$ cat src/rtl/r2a_pkg.sv
// Shared types, constants and the digit-to-character function of the radix converter.
package r2a_pkg;

	localparam int unsigned BASE_W    = 6;
	localparam int unsigned DIGIT_W   = 6;
	localparam int unsigned CHAR_W    = 7;
	localparam int unsigned RAW_W     = 64;
	localparam int unsigned DEC_DIGITS = 10;

	localparam logic [BASE_W-1:0] BASE_MIN = BASE_W'(2);
	localparam logic [BASE_W-1:0] BASE_MAX = BASE_W'(36);

	localparam logic [CHAR_W-1:0] CHAR_ZERO  = CHAR_W'(48);  // '0'
	localparam logic [CHAR_W-1:0] CHAR_ALPHA = CHAR_W'(97);  // 'a'
	localparam logic [CHAR_W-1:0] CHAR_NONE  = CHAR_W'(0);

	typedef enum logic [1:0] {
		ST_IDLE,
		ST_CONV,
		ST_EMIT,
		ST_BAD
	} state_t;

	// Controls from the sequencer to the digit array.
	typedef struct packed {
		logic clear;  // zero all cells for a new request
		logic feed;   // push one value bit into the lowest cell
		logic shift;  // move every digit one cell toward the top
	} ctrl_t;

	// Map a digit 0..35 to '0'-'9' or 'a'-'z'.
	function automatic logic [CHAR_W-1:0] digit_char(input logic [DIGIT_W-1:0] d);
		logic [CHAR_W-1:0] d7;
		d7 = CHAR_W'(d);
		if (d7 < CHAR_W'(DEC_DIGITS))
			return CHAR_ZERO + d7;
		else
			return CHAR_ALPHA + d7 - CHAR_W'(DEC_DIGITS);
	endfunction

endpackage

$ cat src/rtl/r2a_in_if.sv
// Request channel: value and base with valid/ready handshake.
interface r2a_in_if;
	logic                            valid;
	logic                            ready;
	logic [r2a_pkg::RAW_W-1:0]       value;
	logic [r2a_pkg::BASE_W-1:0]      base;

	modport source (output valid, output value, output base, input ready);
	modport sink   (input valid, input value, input base, output ready);
endinterface

$ cat src/rtl/r2a_out_if.sv
// Result channel: one ASCII digit per transfer with last and invalid-base flags.
interface r2a_out_if;
	logic                            valid;
	logic                            ready;
	logic [r2a_pkg::CHAR_W-1:0]      digit_char;
	logic                            last;
	logic                            invalid_base;

	modport source (output valid, output digit_char, output last, output invalid_base,
		input ready);
	modport sink   (input valid, input digit_char, input last, input invalid_base,
		output ready);
endinterface

$ cat src/rtl/r2a_digit_array.sv
// Systolic row of base-b digit cells: doubles and adds one bit per step, then shifts out.
module r2a_digit_array #(
	parameter int unsigned VALUE_WIDTH = 64
) (
	input  logic                          clk,
	input  logic                          arst_n,
	input  r2a_pkg::ctrl_t                ctrl,
	input  logic                          bit_in,
	input  logic [r2a_pkg::BASE_W-1:0]    base,
	output logic [r2a_pkg::DIGIT_W-1:0]   top_digit
);

	localparam int unsigned DW = r2a_pkg::DIGIT_W;

	logic [DW-1:0]          digit_q [VALUE_WIDTH];
	logic [VALUE_WIDTH-1:0] carry_q;
	logic [VALUE_WIDTH-1:0] en_q;
	logic [VALUE_WIDTH-1:0] step_en;
	logic [VALUE_WIDTH-1:0] carry_in;

	assign step_en[0]  = ctrl.feed;
	assign carry_in[0] = bit_in;

	genvar i;
	generate
		for (i = 0; i < VALUE_WIDTH; i++) begin : g_cell
			logic [DW:0]   dbl;
			logic          cout;
			logic [DW-1:0] dnext;

			if (i > 0) begin : g_link
				// Cell i steps in the cycle after cell i-1, from its registered enable and carry.
				assign step_en[i]  = en_q[i-1];
				assign carry_in[i] = carry_q[i-1];
			end

			always_comb begin
				dbl   = {digit_q[i], 1'b0} + (DW+1)'(carry_in[i]);
				cout  = (dbl >= {1'b0, base});
				dnext = cout ? DW'(dbl - {1'b0, base}) : dbl[DW-1:0];
			end

			always_ff @(posedge clk or negedge arst_n) begin
				if (!arst_n) begin
					en_q[i]    <= 1'b0;
					carry_q[i] <= 1'b0;
				end else if (ctrl.clear) begin
					en_q[i]    <= 1'b0;
					carry_q[i] <= 1'b0;
				end else begin
					en_q[i]    <= step_en[i];
					carry_q[i] <= step_en[i] & cout;
				end
			end

			always_ff @(posedge clk) begin
				if (ctrl.clear) begin
					digit_q[i] <= '0;
				end else if (ctrl.shift) begin
					if (i == 0)
						digit_q[i] <= '0;
					else
						digit_q[i] <= digit_q[(i > 0) ? i-1 : 0];
				end else if (step_en[i]) begin
					digit_q[i] <= dnext;
				end
			end
		end
	endgenerate

	assign top_digit = digit_q[VALUE_WIDTH-1];

endmodule

$ cat src/rtl/radix_integer_to_ascii.sv
// Top level of the radix integer-to-ASCII converter (bases 2 to 36).
//
// Converts the low VALUE_WIDTH bits of an unsigned value to its digits in
// the requested base and sends them most significant first, one ASCII
// character per result ('0'-'9', then 'a'-'z'), with last set on the final
// digit. Zero gives the single digit '0'. A base outside 2 to 36 gives one
// result with invalid_base set, digit_char 0 and last set. Timing: a request
// is taken only when the converter is idle. In conversion, the value is fed
// one bit per cycle into a row of VALUE_WIDTH digit cells, each doubling its
// digit and adding the carry of the cell below, with the carry registered
// between cells so the step wave crosses the row diagonally. The digits then
// shift out of the top cell one per cycle while the result register is free,
// holding while the result side stalls; leading zero cells are dropped
// without producing a result. The result register lets the next request in
// while the final digit is still waiting to be taken.
module radix_integer_to_ascii #(
	parameter int unsigned VALUE_WIDTH = 64
) (
	input  logic              clk,
	input  logic              arst_n,
	r2a_in_if.sink            req,
	r2a_out_if.source         rsp
);

	localparam int unsigned CW = $clog2(2*VALUE_WIDTH);
	localparam int unsigned PW = $clog2(VALUE_WIDTH);
	localparam logic [CW-1:0] FEED_END = CW'(VALUE_WIDTH);
	localparam logic [CW-1:0] CONV_END = CW'(2*VALUE_WIDTH-2);
	localparam logic [PW-1:0] POS_TOP  = PW'(VALUE_WIDTH-1);

	r2a_pkg::state_t state_q, state_nxt;
	r2a_pkg::ctrl_t  ctrl;

	logic [VALUE_WIDTH-1:0]         val_q;
	logic [r2a_pkg::BASE_W-1:0]     base_q;
	logic [CW-1:0]                  cnt_q;
	logic [PW-1:0]                  pos_q;
	logic                           started_q;
	logic [r2a_pkg::DIGIT_W-1:0]    top_digit;

	logic                           out_valid_q;
	logic [r2a_pkg::CHAR_W-1:0]     out_char_q;
	logic                           out_last_q;
	logic                           out_bad_q;

	logic base_ok;
	logic slot_free;
	logic accept;
	logic emit_dig;
	logic emit_bad;

	assign base_ok   = (req.base >= r2a_pkg::BASE_MIN) && (req.base <= r2a_pkg::BASE_MAX);
	assign slot_free = !out_valid_q || rsp.ready;
	assign accept    = req.valid && req.ready;

	// Next state.
	always_comb begin
		state_nxt = state_q;
		unique case (state_q)
			r2a_pkg::ST_IDLE: begin
				if (req.valid)
					state_nxt = base_ok ? r2a_pkg::ST_CONV : r2a_pkg::ST_BAD;
			end
			r2a_pkg::ST_CONV: begin
				if (cnt_q == CONV_END)
					state_nxt = r2a_pkg::ST_EMIT;
			end
			r2a_pkg::ST_EMIT: begin
				if (slot_free && pos_q == '0)
					state_nxt = r2a_pkg::ST_IDLE;
			end
			r2a_pkg::ST_BAD: begin
				if (slot_free)
					state_nxt = r2a_pkg::ST_IDLE;
			end
			default: state_nxt = r2a_pkg::ST_IDLE;
		endcase
	end

	// Outputs of the sequencer.
	always_comb begin
		req.ready  = 1'b0;
		ctrl.clear = 1'b0;
		ctrl.feed  = 1'b0;
		ctrl.shift = 1'b0;
		emit_dig   = 1'b0;
		emit_bad   = 1'b0;
		unique case (state_q)
			r2a_pkg::ST_IDLE: begin
				req.ready  = 1'b1;
				ctrl.clear = req.valid;
			end
			r2a_pkg::ST_CONV: begin
				ctrl.feed = (cnt_q < FEED_END);
			end
			r2a_pkg::ST_EMIT: begin
				// Drop leading zeros; the lowest cell always produces a digit.
				ctrl.shift = slot_free;
				emit_dig   = slot_free && (started_q || top_digit != '0 || pos_q == '0);
			end
			r2a_pkg::ST_BAD: begin
				emit_bad = slot_free;
			end
			default: ;
		endcase
	end

	always_ff @(posedge clk or negedge arst_n) begin
		if (!arst_n)
			state_q <= r2a_pkg::ST_IDLE;
		else
			state_q <= state_nxt;
	end

	// Value shift register, step counter and emit position.
	always_ff @(posedge clk or negedge arst_n) begin
		if (!arst_n) begin
			cnt_q     <= '0;
			pos_q     <= '0;
			started_q <= 1'b0;
		end else begin
			if (accept)
				cnt_q <= '0;
			else if (state_q == r2a_pkg::ST_CONV)
				cnt_q <= cnt_q + CW'(1);

			if (state_q == r2a_pkg::ST_CONV && cnt_q == CONV_END) begin
				pos_q     <= POS_TOP;
				started_q <= 1'b0;
			end else if (ctrl.shift) begin
				pos_q     <= pos_q - PW'(1);
				started_q <= started_q | emit_dig;
			end
		end
	end

	always_ff @(posedge clk) begin
		if (accept) begin
			val_q  <= req.value[VALUE_WIDTH-1:0];
			base_q <= req.base;
		end else if (ctrl.feed) begin
			val_q <= {val_q[VALUE_WIDTH-2:0], 1'b0};
		end
	end

	r2a_digit_array #(
		.VALUE_WIDTH (VALUE_WIDTH)
	) u_array (
		.clk       (clk),
		.arst_n    (arst_n),
		.ctrl      (ctrl),
		.bit_in    (val_q[VALUE_WIDTH-1]),
		.base      (base_q),
		.top_digit (top_digit)
	);

	// Result register: load a digit or the invalid flag, hold until taken.
	always_ff @(posedge clk or negedge arst_n) begin
		if (!arst_n)
			out_valid_q <= 1'b0;
		else if (emit_dig || emit_bad)
			out_valid_q <= 1'b1;
		else if (rsp.ready)
			out_valid_q <= 1'b0;
	end

	always_ff @(posedge clk) begin
		if (emit_bad) begin
			out_char_q <= r2a_pkg::CHAR_NONE;
			out_last_q <= 1'b1;
			out_bad_q  <= 1'b1;
		end else if (emit_dig) begin
			out_char_q <= r2a_pkg::digit_char(top_digit);
			out_last_q <= (pos_q == '0);
			out_bad_q  <= 1'b0;
		end
	end

	assign rsp.valid        = out_valid_q;
	assign rsp.digit_char   = out_char_q;
	assign rsp.last         = out_last_q;
	assign rsp.invalid_base = out_bad_q;

endmodule

$ cat src/flat_wrapper.sv
// flat-port wrapper written by rule: the top's interface ports become plain ports
module radix_integer_to_ascii_flat 
#(
	parameter int unsigned VALUE_WIDTH = 64
)
  (clk, arst_n, req_valid, req_value, req_base, req_ready, rsp_valid, rsp_digit_char, rsp_last, rsp_invalid_base, rsp_ready);
  r2a_in_if req_i ();
  r2a_out_if rsp_i ();
  input  logic clk;
  input  logic arst_n;
  input wire logic [$bits(req_i.valid)-1:0] req_valid;
  input wire logic [$bits(req_i.value)-1:0] req_value;
  input wire logic [$bits(req_i.base)-1:0] req_base;
  output wire logic [$bits(req_i.ready)-1:0] req_ready;
  output wire logic [$bits(rsp_i.valid)-1:0] rsp_valid;
  output wire logic [$bits(rsp_i.digit_char)-1:0] rsp_digit_char;
  output wire logic [$bits(rsp_i.last)-1:0] rsp_last;
  output wire logic [$bits(rsp_i.invalid_base)-1:0] rsp_invalid_base;
  input wire logic [$bits(rsp_i.ready)-1:0] rsp_ready;
  assign req_i.valid = req_valid;
  assign req_i.value = req_value;
  assign req_i.base = req_base;
  assign req_ready = req_i.ready;
  assign rsp_valid = rsp_i.valid;
  assign rsp_digit_char = rsp_i.digit_char;
  assign rsp_last = rsp_i.last;
  assign rsp_invalid_base = rsp_i.invalid_base;
  assign rsp_i.ready = rsp_ready;
  radix_integer_to_ascii #(.VALUE_WIDTH(VALUE_WIDTH)) u_core (.clk(clk), .arst_n(arst_n), .req(req_i), .rsp(rsp_i));
endmodule
$ cat config.mk
export PLATFORM = sky130hd
export DESIGN_NAME = radix_integer_to_ascii_flat
export DESIGN_NICKNAME = d
export VERILOG_FILES = /design/src/rtl/r2a_pkg.sv /design/src/rtl/r2a_in_if.sv /design/src/rtl/r2a_out_if.sv /design/src/rtl/r2a_digit_array.sv /design/src/rtl/radix_integer_to_ascii.sv /design/src/flat_wrapper.sv
export SDC_FILE = /design/constraint.sdc
export NUM_CORES = 2
export LEC_CHECK = 0
export ABC_AREA = 1
export BUFFER_PORTS_ARGS = -buffer_cell sky130_fd_sc_hd__clkbuf_2
export CORE_MARGIN = 5
export CORE_UTILIZATION = 30
export CTS_CLUSTER_SIZE = 12
export DETAILED_ROUTE_END_ITERATION = 8
export GPL_TIMING_DRIVEN = 1
export SYNTH_ARGS = -nofsm -noshare
export SYNTH_HDL_FRONTEND = slang
export SYNTH_HIERARCHICAL = 1
export SYNTH_SLANG_ARGS = --single-unit
$ cat constraint.sdc
create_clock -name clk -period 6.5 [get_ports clk]
set_input_delay 0.975 -clock clk [delete_from_list [all_inputs] [get_ports clk]]
set_output_delay 0.975 -clock clk [all_outputs]
set_load 0.03 [all_outputs]
==> results_dict.tcl <==
set metrics [dict create \
    die_area_sq_mm 0.1690 \
    synth_cell_types 42 \
    worst-r2r-setup-slack_ps 2760 \
    fp.dieW_um 411.0 \
    skew_ps 25.77 \
    slew_violations 0 \
    finalInstanceArea_sq_mm 0.05436 \
    hpwl_um 86720 \
    wl_per_cell_um 14.29 \
    pin_count 85 \
    critPathKind "reg -> reg" \
    ctsRootBufferMaster "clkbuf_16" \
    wl_um 125400 \
    setup_slack_ps 2765 \
    cts_buffers 73 \
    powerDensity_mw_per_mm2 492.4 \
    synthesis.area_sq_mm 0.04825 \
    core_sq_mm 0.1602 \
    diodes 0 \
    drive_gt1_share_pct 8.596 \
    avgSynthCellArea_sq_um 7.423 \
    first_iter_violations 2609 \
    grt_first_pass_wirelength_um 206800 \
    die_h_um 411.0 \
    fin_crit_ps 3735 \
    portBuffers 84 \
    start_util_pct 30.12 \
    placed_area_sq_mm 0.05201 \
    gp_congestion 0.8415 \
    cts_tree "done" \
    min_from "u_core/rsp.digit_char[0]$_SDFFE_PP0P_" \
    grt_usage_pct 14.61 \
    crit_required_ps 6860 \
    seq_area_frac_synth_pct 36.05 \
    peakVddDrop_mv 0.2987 \
    leakagePower_nw 25.52 \
    rows 147 \
    top_layer_used "met4" \
    cts.sinks 606 \
    antenna_left 0 \
    min_to "u_core/rsp.digit_char[0]$_SDFFE_PP0P_" \
    cts_resized 0 \
    cts.clk_slew.worst_paths_ps 60 \
    place_ws_ps 2409 \
    whs_path_depth 2 \
    worstReg2RegEnd "u_core/u_array/digit_q[1][77]$_DFFE_PP_" \
    syn_inst 6500 \
    path_max_fanout 106 \
    final.setup.tns_ps 0 \
    fmax_mhz 267.7 \
    clockBufferDepth 3 \
    drt-pass1-iter-count 6 \
    cts_hold_buffers 0 \
    max_slew_margin_pct 32.81 \
    nets 7156 \
    worst-slew-pin-transition_ps 1008 \
    cp-start-kind "register" \
    worst_r2r_path_depth 9 \
    r2r-start "u_core/state_q[1]$_DFFE_PN0P_" \
    cts-htree-levels 3 \
    synth_fp_nets 7095 \
    grt_pass1_vias 41000 \
    synth-warning-count 6 \
    outcome "completed" \
    worstSetupStartpoint "u_core/state_q[1]$_DFFE_PN0P_" \
    cts_setup_buffers 0 \
    wl_met3_um 5538 \
    wl_met1_um 58560 \
    grt_max_degree 176 \
    rsz0062_at_grt "no" \
    clk_latency_ps 630 \
    synth_seq_cells 606 \
    syn2layout_area_growth_pct 12.66 \
    dr_wl_met2_um 58460 \
    hold_path.class "reg -> reg" \
    antenna_found_initial 0 \
    overflow 0 \
    maxCapViolCount 0 \
    setup_viol 0 \
    routed_via_density 4.719 \
    drc_errors 0 \
    fin_crit_sh_pct 57.47 \
    worstPathArrival_ps 4100 \
    final_hold_viol_count 0 \
    vias 41430 \
    cp-end-kind "register" \
]
routing by layer:
metal	global-route usage [%]	up-vias
li1	-	21160
met1	19.43	19270
met2	25.09	803
met3	1.861	190
met4	3.837	0
met5	0	-
cell usage in the layout, fill, tap and decap left out, drive strengths merged, types with 3 or more instances in the layout:
master	synthesis	layout
dfxtp	9	9
dfrtp	143	143
ha	457	457
nor3	27	27
o211ai	3	3
xor2	66	66
fa	64	64
buf	93	18
edfxtp	454	454
xnor2	79	79
inv	904	907
or2	29	29
o21ai	308	308
nor2	633	633
nand4	164	164
a21oi	88	88
clkbuf	23	188
nand3	591	591
nand3b	99	99
nand2	2257	2257
clkinv	1	21
clkinvlp	0	4
through the flow:
step                      cells  hold WS [ps]  total power, W  util, %
after floorplan            6500         445.3         0.01944        -
after global placement     8646         460.0         0.02248    32.47
after detailed placement   8646         465.7         0.02272    32.47
after CTS                  8779         475.9         0.02692    33.93
after global routing       8779         487.6         0.02936    33.93
final                      8779         470.3         0.02677    33.93
registers in the layout (all words and copies together), names as in the netlist, 6 cells and up:
register	count
u_core/base_q	6
u_core/cnt_q	7
u_core/pos_q	6
u_core/rsp.digit_char	7
u_core/u_array/carry_in	63
u_core/u_array/digit_q	384
u_core/u_array/en_q	63
u_core/val_q	64
critical path: stages (launching register included):
cell	delay (ps)
dfrtp_1	460
nor2_2	220
nand2_2	130
inv_8	490
nor2_4	270
inv_6	570
buf_4	630
nor2_1	240
nand3_1	150
nand2_1	50
kinds of logic after synthesis:
logic type	synth area share, %
AND/OR/NAND/NOR	33.80
flip-flops	36.05
adder cells (fa/ha/maj)	14.51
AO/OA/AOI/OAI	4.450
buffers and inverters	8.526
XOR/XNOR	2.632
multiplexers	0.04149
cell type report:
type / count / area (sq um)
clock inverter: 29 / 219.0
multi-input combinational: 4873 / 27890
tap: 2160 / 2703
timing repair buffer: 102 / 601.8
fill: 16760 / 105800
clock buffer: 104 / 2128
inverter: 905 / 3426
sequential: 606 / 17390
synth_stat cells:
master | number | area share, %
a21oi_1 | 66 | 0.68
nor2_1 | 560 | 4.4
nand3_1 | 569 | 5.9
xnor2_1 | 79 | 1.4
o21bai_1 | 1 | 0.016
a21boi_0 | 1 | 0.016
buf_1 | 12 | 0.093
xor2_1 | 66 | 1.2
fa_1 | 64 | 2.7
a21boi_1 | 1 | 0.016
nand3_2 | 22 | 0.46
or2_2 | 4 | 0.052
nand3b_1 | 99 | 1.5
dfxtp_1 | 9 | 0.37
a21oi_2 | 21 | 0.38
buf_2 | 32 | 0.33
mux2i_1 | 2 | 0.041
o21ai_2 | 4 | 0.073
o21ai_0 | 96 | 1.0
or2_1 | 4 | 0.052
inv_1 | 896 | 7.0
a21o_1 | 2 | 0.031
nor3b_1 | 1 | 0.016
nor3_1 | 27 | 0.28
buf_6 | 15 | 0.35
o21ai_1 | 208 | 2.2
dfrtp_1 | 143 | 7.4
nor2_4 | 6 | 0.14
edfxtp_1 | 454 | 28
o211ai_1 | 3 | 0.047
nand2_4 | 1 | 0.023
clkbuf_1 | 23 | 0.18
nand2_2 | 31 | 0.40
ha_1 | 457 | 12
clkinv_2 | 1 | 0.010
nand2_1 | 2225 | 17
or2_0 | 21 | 0.27
inv_2 | 8 | 0.062
buf_4 | 34 | 0.53
nand4_1 | 164 | 2.1
a21oi_4 | 1 | 0.034
nor2_2 | 67 | 0.87
how the worst max path moves through the flow:
stage / slack (ps) / cells past startpoint / end
2_1_floorplan: -240 / 10 / u_core/u_array/digit_q[0][36]$_DFFE_PP_
3_3_place_gp: 2470 / 9 / u_core/u_array/digit_q[1][77]$_DFFE_PP_
3_5_place_dp: 2410 / 9 / u_core/u_array/digit_q[1][72]$_DFFE_PP_
4_1_cts: 2740 / 9 / u_core/u_array/digit_q[1][72]$_DFFE_PP_
5_1_grt: 2550 / 9 / u_core/u_array/digit_q[1][77]$_DFFE_PP_
6_report: 2760 / 9 / u_core/u_array/digit_q[1][77]$_DFFE_PP_
power breakdown:
group	switching (W)	internal, W
registers	0.00137	0.00633
logic	0.00986	0.00515
clock network	0.00169	0.00236
(Power assumes the default switching activity.)
